$ cat config.mk
export PLATFORM = sky130hd
export DESIGN_NAME = insertion_sorter
export DESIGN_NICKNAME = d
export VERILOG_FILES = /design/src/hdl/isort_pkg.sv /design/src/hdl/isort_datapath.sv /design/src/hdl/isort_ctrl.sv /design/src/hdl/insertion_sorter.sv
export SDC_FILE = /design/constraint.sdc
export NUM_CORES = 2
export LEC_CHECK = 0
export BUFFER_PORTS_ARGS = -buffer_cell sky130_fd_sc_hd__buf_2
export CAP_MARGIN = 25
export CORE_MARGIN = 8
export CORE_UTILIZATION = 51
export CTS_BUF_LIST = sky130_fd_sc_hd__clkbuf_8 sky130_fd_sc_hd__clkbuf_16
export CTS_CLUSTER_DIAMETER = 120
export DETAILED_ROUTE_END_ITERATION = 16
export HOLD_SLACK_MARGIN = 0.02
export PLACE_DENSITY = 0.66
export SLEW_MARGIN = 20
export SYNTH_ARGS = -nofsm -noshare
export SYNTH_HDL_FRONTEND = slang
export SYNTH_SLANG_ARGS = --single-unit
export TNS_END_PERCENT = 100
$ cat constraint.sdc
create_clock -name clk -period 5.8 [get_ports clk]
set_clock_uncertainty 0.1 [all_clocks]
set_input_delay 0.29 -clock clk [delete_from_list [all_inputs] [get_ports clk]]
set_output_delay 0.29 -clock clk [all_outputs]
set_load 0.01 [all_outputs]
$ cat src/hdl/isort_pkg.sv
`timescale 1ns / 1ps
package isort_pkg;

	// capacity of the sorted store
	localparam int DEPTH = 16;
	// fill count holds 0 to DEPTH
	localparam int CNT_W = $clog2(DEPTH + 1);
	localparam int DATA_W = 32;

	typedef logic signed [DATA_W-1:0] data_t;
	typedef logic [CNT_W-1:0] cnt_t;

	// commands from controller to datapath
	typedef struct packed {
		logic insert;
		logic pop;
	} cmd_t;

	// status from datapath to controller
	typedef struct packed {
		logic fill_one;
	} sts_t;

endpackage

$ cat src/hdl/isort_datapath.sv
`timescale 1ns / 1ps
module isort_datapath import isort_pkg::*; (
	input  logic  clk,
	input  logic  arst_n,
	input  cmd_t  cmd,
	output sts_t  sts,
	input  data_t value,
	output data_t sorted_value,
	output logic  last_result,
	output logic  overflow
);

	data_t store_q [DEPTH];
	cnt_t fill_q;
	logic drop_q;
	logic full;
	logic [DEPTH-1:0] gt;

	assign full = (fill_q == CNT_W'(DEPTH));

	// per entry: empty slot or stored value strictly greater than the new one
	always_comb begin
		for (int i = 0; i < DEPTH; i++) begin
			gt[i] = (CNT_W'(i) >= fill_q) || (store_q[i] > value);
		end
	end

	// store cells: insert with shift up, or shift down on emit
	always_ff @(posedge clk) begin
		for (int i = 0; i < DEPTH; i++) begin
			if (cmd.insert && !full) begin
				if (gt[i]) begin
					if (i == 0) begin
						store_q[i] <= value;
					end else if (gt[(i == 0) ? 0 : i-1]) begin
						store_q[i] <= store_q[(i == 0) ? 0 : i-1];
					end else begin
						store_q[i] <= value;
					end
				end
			end else if (cmd.pop) begin
				if (i < DEPTH - 1) begin
					store_q[i] <= store_q[(i < DEPTH - 1) ? i+1 : i];
				end
			end
		end
	end

	// fill count and dropped flag
	always_ff @(posedge clk or negedge arst_n) begin
		if (!arst_n) begin
			fill_q <= '0;
			drop_q <= 1'b0;
		end else if (cmd.insert) begin
			if (full) begin
				drop_q <= 1'b1;
			end else begin
				fill_q <= fill_q + CNT_W'(1);
			end
		end else if (cmd.pop) begin
			fill_q <= fill_q - CNT_W'(1);
			if (fill_q == CNT_W'(1)) begin
				drop_q <= 1'b0;
			end
		end
	end

	assign sts.fill_one = (fill_q == CNT_W'(1));
	assign sorted_value = store_q[0];
	assign last_result  = sts.fill_one;
	assign overflow     = drop_q;

endmodule

$ cat src/hdl/isort_ctrl.sv
`timescale 1ns / 1ps
module isort_ctrl import isort_pkg::*; (
	input  logic clk,
	input  logic arst_n,
	input  logic in_valid,
	input  logic last_item,
	output logic in_ready,
	output logic out_valid,
	input  logic out_ready,
	input  sts_t sts,
	output cmd_t cmd
);

	typedef enum logic {
		ST_COLLECT,
		ST_EMIT
	} state_t;

	state_t state_q;

	assign in_ready   = (state_q == ST_COLLECT);
	assign out_valid  = (state_q == ST_EMIT);
	assign cmd.insert = in_valid && in_ready;
	assign cmd.pop    = out_valid && out_ready;

	// collect items until the last one, then emit the whole set
	always_ff @(posedge clk or negedge arst_n) begin
		if (!arst_n) begin
			state_q <= ST_COLLECT;
		end else begin
			unique case (state_q)
				ST_COLLECT: begin
					if (cmd.insert && last_item) begin
						state_q <= ST_EMIT;
					end
				end
				ST_EMIT: begin
					if (cmd.pop && sts.fill_one) begin
						state_q <= ST_COLLECT;
					end
				end
				default: state_q <= ST_COLLECT;
			endcase
		end
	end

endmodule

$ cat src/hdl/insertion_sorter.sv
`timescale 1ns / 1ps
// stable ascending sorter for sets of signed 32-bit values, up to DEPTH (16)
// input channel: value, last_item with in_valid / in_ready; one item is taken
// per cycle while collecting, each inserted by a row of parallel compare
// cells that shift greater entries up one place
// an item arriving with the store full is dropped and flags overflow
// the item with last_item set ends the set: from the next cycle the output
// channel (sorted_value, last_result, overflow with out_valid / out_ready)
// presents the set smallest first, one item per cycle while out_ready is high;
// last_result marks the final item, overflow is the same on every item of
// the set
// while emitting, in_ready is low; after the final item is taken the block
// is ready for a new set in the next cycle
// a stalled receiver holds the current item; the store shifts only on accept
// reset empties the store and clears overflow; no clearing pass is needed
module insertion_sorter import isort_pkg::*; (
	input  logic  clk,
	input  logic  arst_n,
	input  logic  in_valid,
	output logic  in_ready,
	input  data_t value,
	input  logic  last_item,
	output logic  out_valid,
	input  logic  out_ready,
	output data_t sorted_value,
	output logic  last_result,
	output logic  overflow
);

	cmd_t cmd;
	sts_t sts;

	// sequencing
	isort_ctrl u_ctrl (
		.clk       (clk),
		.arst_n    (arst_n),
		.in_valid  (in_valid),
		.last_item (last_item),
		.in_ready  (in_ready),
		.out_valid (out_valid),
		.out_ready (out_ready),
		.sts       (sts),
		.cmd       (cmd)
	);

	// sorted store
	isort_datapath u_dp (
		.clk          (clk),
		.arst_n       (arst_n),
		.cmd          (cmd),
		.sts          (sts),
		.value        (value),
		.sorted_value (sorted_value),
		.last_result  (last_result),
		.overflow     (overflow)
	);

	// collecting and emitting never overlap
	assert property (@(posedge clk) disable iff (!arst_n) out_valid |-> !in_ready)
		else $error("output valid while accepting input");

	// final item returns the block to collecting
	assert property (@(posedge clk) disable iff (!arst_n)
		(out_valid && out_ready && last_result) |=> (in_ready && !out_valid))
		else $error("block not ready after final item");

	// an item that is not last yields no result
	assert property (@(posedge clk) disable iff (!arst_n)
		(in_valid && in_ready && !last_item) |=> !out_valid)
		else $error("result after non-last item");

	// emission continues until the final item
	assert property (@(posedge clk) disable iff (!arst_n)
		(out_valid && out_ready && !last_result) |=> out_valid)
		else $error("emission stopped early");

endmodule

==> out/qor.yml <==
placed_design:
  place_area_um2: 39100
  numPortBuffers: 72
  dpl.hpwl_mm: 85.9
  gp_congestion: 0.915
timing:
  setup_viol: 0
  min_period_over_period_pct: 74.5
  finalHoldViolations: 0
  period_minus_slack_ns: 4.32
  relSlewSlack_pct: 31.9
  drv_slew: 0
  tns_ns: 0
  rsz0062_at_grt: "no"
  max_freq_ghz: 0.231
  tightestPinTransition_ns: 1.02
synth:
  synth_top_area_share_pct: 41.0
  synthFlopType: "edfxtp_1"
  yosys-top-cells-count: "a21oi_1 (548), ha_1 (517), edfxtp_1 (512)"
  synth_warnings: 0
  netlist_area_um2: 37500
  yosysSeqAreaShare_pct: 41.4
  synth_top_area_cell: "edfxtp_1"
  synthMostInstantiatedCell: "a21oi_1"
  ys_types: 77
  async_flop_share_pct: 1.35
  synth_edf_count: 512
  syn-num-nets: 4290
  syn-instance-count: 3736
  synth_seq_cells: 519
  syn_area_per_cell_um2: 10.0
  synth.area.top_cells: "edfxtp_1 (41%), ha_1 (17%), mux2i_1 (9.4%)"
floorplan:
  start_util_pct: 51.4
  dieHeight_um: 287
  io_pins: 73
  core_area_um2: 73000
  die_area_um2: 82500
  die_w_um: 287
  fp-row-count: 99
clock_network:
  cts_made_buffers: 61
  path_clk_slew_ns: 0.06
  ctsHtreeMaxLevel: 2
  post_cts_resized: 0
  clockBufferDepth: 3
  cts_sinks: 519
  cts_tree: "yes"
  clk_latency_ns: 0.65
  cts_root_buf: "clkbuf_16"
finish:
  fin_nets: 4296
  drive_above_1_share_pct: 7.34
  syn2layout_area_growth_pct: 9.37
  final_util_pct: 56.3
  fin_area_um2: 41000
  fill_cells: 6271
setup_path:
  worstRegToRegCells: 12
  criticalPathCategory: "flop to flop"
  reg2reg_slack_ns: 1.48
  crit_path_max_fanout: 21
  required_ns: 6.06
  r2r-end: "u_dp.store_q[1][21]"
  endpoint_kind: "flop"
  arrival_ns: 4.59
  r2r_start: "u_dp.store_q[0][21]"
  cp-start-kind: "flop"
hold_path:
  min_to: "u_dp.store_q[0][6]"
  min_from: "value[6]"
  holdPathStages: 3
  hold_path_class: "input pin to flop"
power_and_ir_drop:
  p_total_uw: 19400
  power_density_nw_per_um2: 474
  irDropWorstVdd_mv: 0.349
  leakagePower_uw: 0.0178
detailed_routing:
  drt_wl_total_mm: 118
  ant_nets: 0
  drc: 0
  vias: 30700
  via_per_inst: 6.46
  drt_iter0_markers: 3833
  drtPass1Iterations: 5
  avgRoutedWirePerCell_um: 24.9
global_route:
  grt_max_degree: 183
  grt_pass1_wl_mm: 179
  antenna_found_initial: 4
  grt_pass1_vias: 29100
  grt_use_total_pct: 27.7
  grt-ovfl-total: 0
run:
  drv_cap: 0
outcome:
  status: "complete, no violations"
==> area by class of cell <==
class | instances | area [um^2] | share of cell area, %
clock inverters | 46 | 324 | 0.790
diodes | 4 | 10.0 | 0.0244
repair buffers | 161 | 1170 | 2.85
multi-input cells | 2927 | 20900 | 51.0
flip-flops and latches | 519 | 15500 | 37.9
well taps | 959 | 1200 | 2.92
clock buffers | 64 | 1590 | 3.87
inverters | 72 | 270 | 0.658
==> per-layer routing <==
layer,share of wire (%),wire length [um],vias to the layer above,global-route usage [%]
li1,-,-,14200,-
met2,44,51900,1418,42.0
met5,0,0,-,0
met3,8.9,10500,210,4.03
met4,3.4,4040,0,9.67
met1,44,51700,14800,40.1
==> layout by cell type, fill, tap and decap left out, types with 20 or more instances in the layout <==
master / netlist / layout
edfxtp_1: 512 / 512
inv_1: 72 / 96
clkbuf_16: 0 / 63
a41oi_1: 35 / 35
a21oi_1: 548 / 546
ha_1: 517 / 517
nand2_1: 353 / 352
nor2_1: 380 / 377
a31oi_1: 38 / 38
nand4_1: 99 / 99
buf_2: 39 / 72
o211ai_1: 56 / 56
mux2i_1: 351 / 351
buf_4: 3 / 76
nor4_1: 20 / 20
nor2b_1: 23 / 22
mux2_1: 28 / 28
a21o_1: 63 / 63
nand3_1: 61 / 59
o21ai_0: 171 / 165
==> critical path, cell delays in order, from the launching register on <==
cell       delay [ns]
edfxtp_1         0.47
ha_1             0.33
a21o_1           0.18
nand3_1          0.08
a21oi_1          0.10
a2111oi_0        0.57
buf_4            0.21
o21ai_0          0.14
a32o_1           0.31
o21bai_4         0.80
buf_4            0.37
mux2i_1          0.28
a21oi_1          0.09
==> cell families (layout without fill, tap and decap cells) <==
| family | count (synthesis) | after routing | synth area share [%] |
|---|---|---|---|
| buffers and inverters | 290 | 343 | 3.27 |
| DFF | 519 | 519 | 41.4 |
| muxes | 383 | 383 | 10.3 |
| and+or+nand+nor | 1014 | 1014 | 12.0 |
| adders and majority gates | 517 | 517 | 17.2 |
| AOI/OAI and AO/OA | 1008 | 1008 | 15.6 |
| xor gates and xnor gates | 5 | 5 | 0.117 |
| other | 0 | 4 | 0 |
==> flip-flops by register name (all words and copies together) (netlist names) <==
signal,flops
u_dp.fill_q,5
u_ctrl.out_valid,1
u_dp.overflow,1
u_dp.store_q,512
==> per-stage QoR <==
stage	instances	hold WS, ns	worst slack (ns)
6_report	4752	0.116	1.48
4_1_cts	4747	0.0748	1.51
2_1_floorplan	3736	-0.106	0.630
3_5_place_dp	4634	0.0605	0.937
5_1_grt	4752	0.116	1.30
3_3_place_gp	4634	0.0569	0.924
==> power breakdown <==
group | switching, uW | internal, uW
Combinational | 4810 | 2970
Clock | 1630 | 2170
Sequential | 1520 | 6340
Total | 7960 | 11500
==> worst max-delay path by stage <==
stage / startpoint / endpoint / slack [ns] / cells after the start
2_1_floorplan: value[17] / u_dp.store_q[13][0] / 0.63 / 11
3_3_place_gp: value[26] / u_dp.store_q[1][21] / 0.92 / 13
3_5_place_dp: value[25] / u_dp.store_q[1][21] / 0.94 / 13
4_1_cts: u_dp.store_q[0][21] / u_dp.store_q[1][21] / 1.51 / 12
5_1_grt: value[26] / u_dp.store_q[7][24] / 1.30 / 14
6_report: u_dp.store_q[0][21] / u_dp.store_q[1][21] / 1.48 / 12
==> repair_timing <==
item	CTS	global route
hold buffers	3	0
hold endpoints to repair	8	0
buffers inserted	0	0
Note: power is estimated with default switching activity, not from simulation.
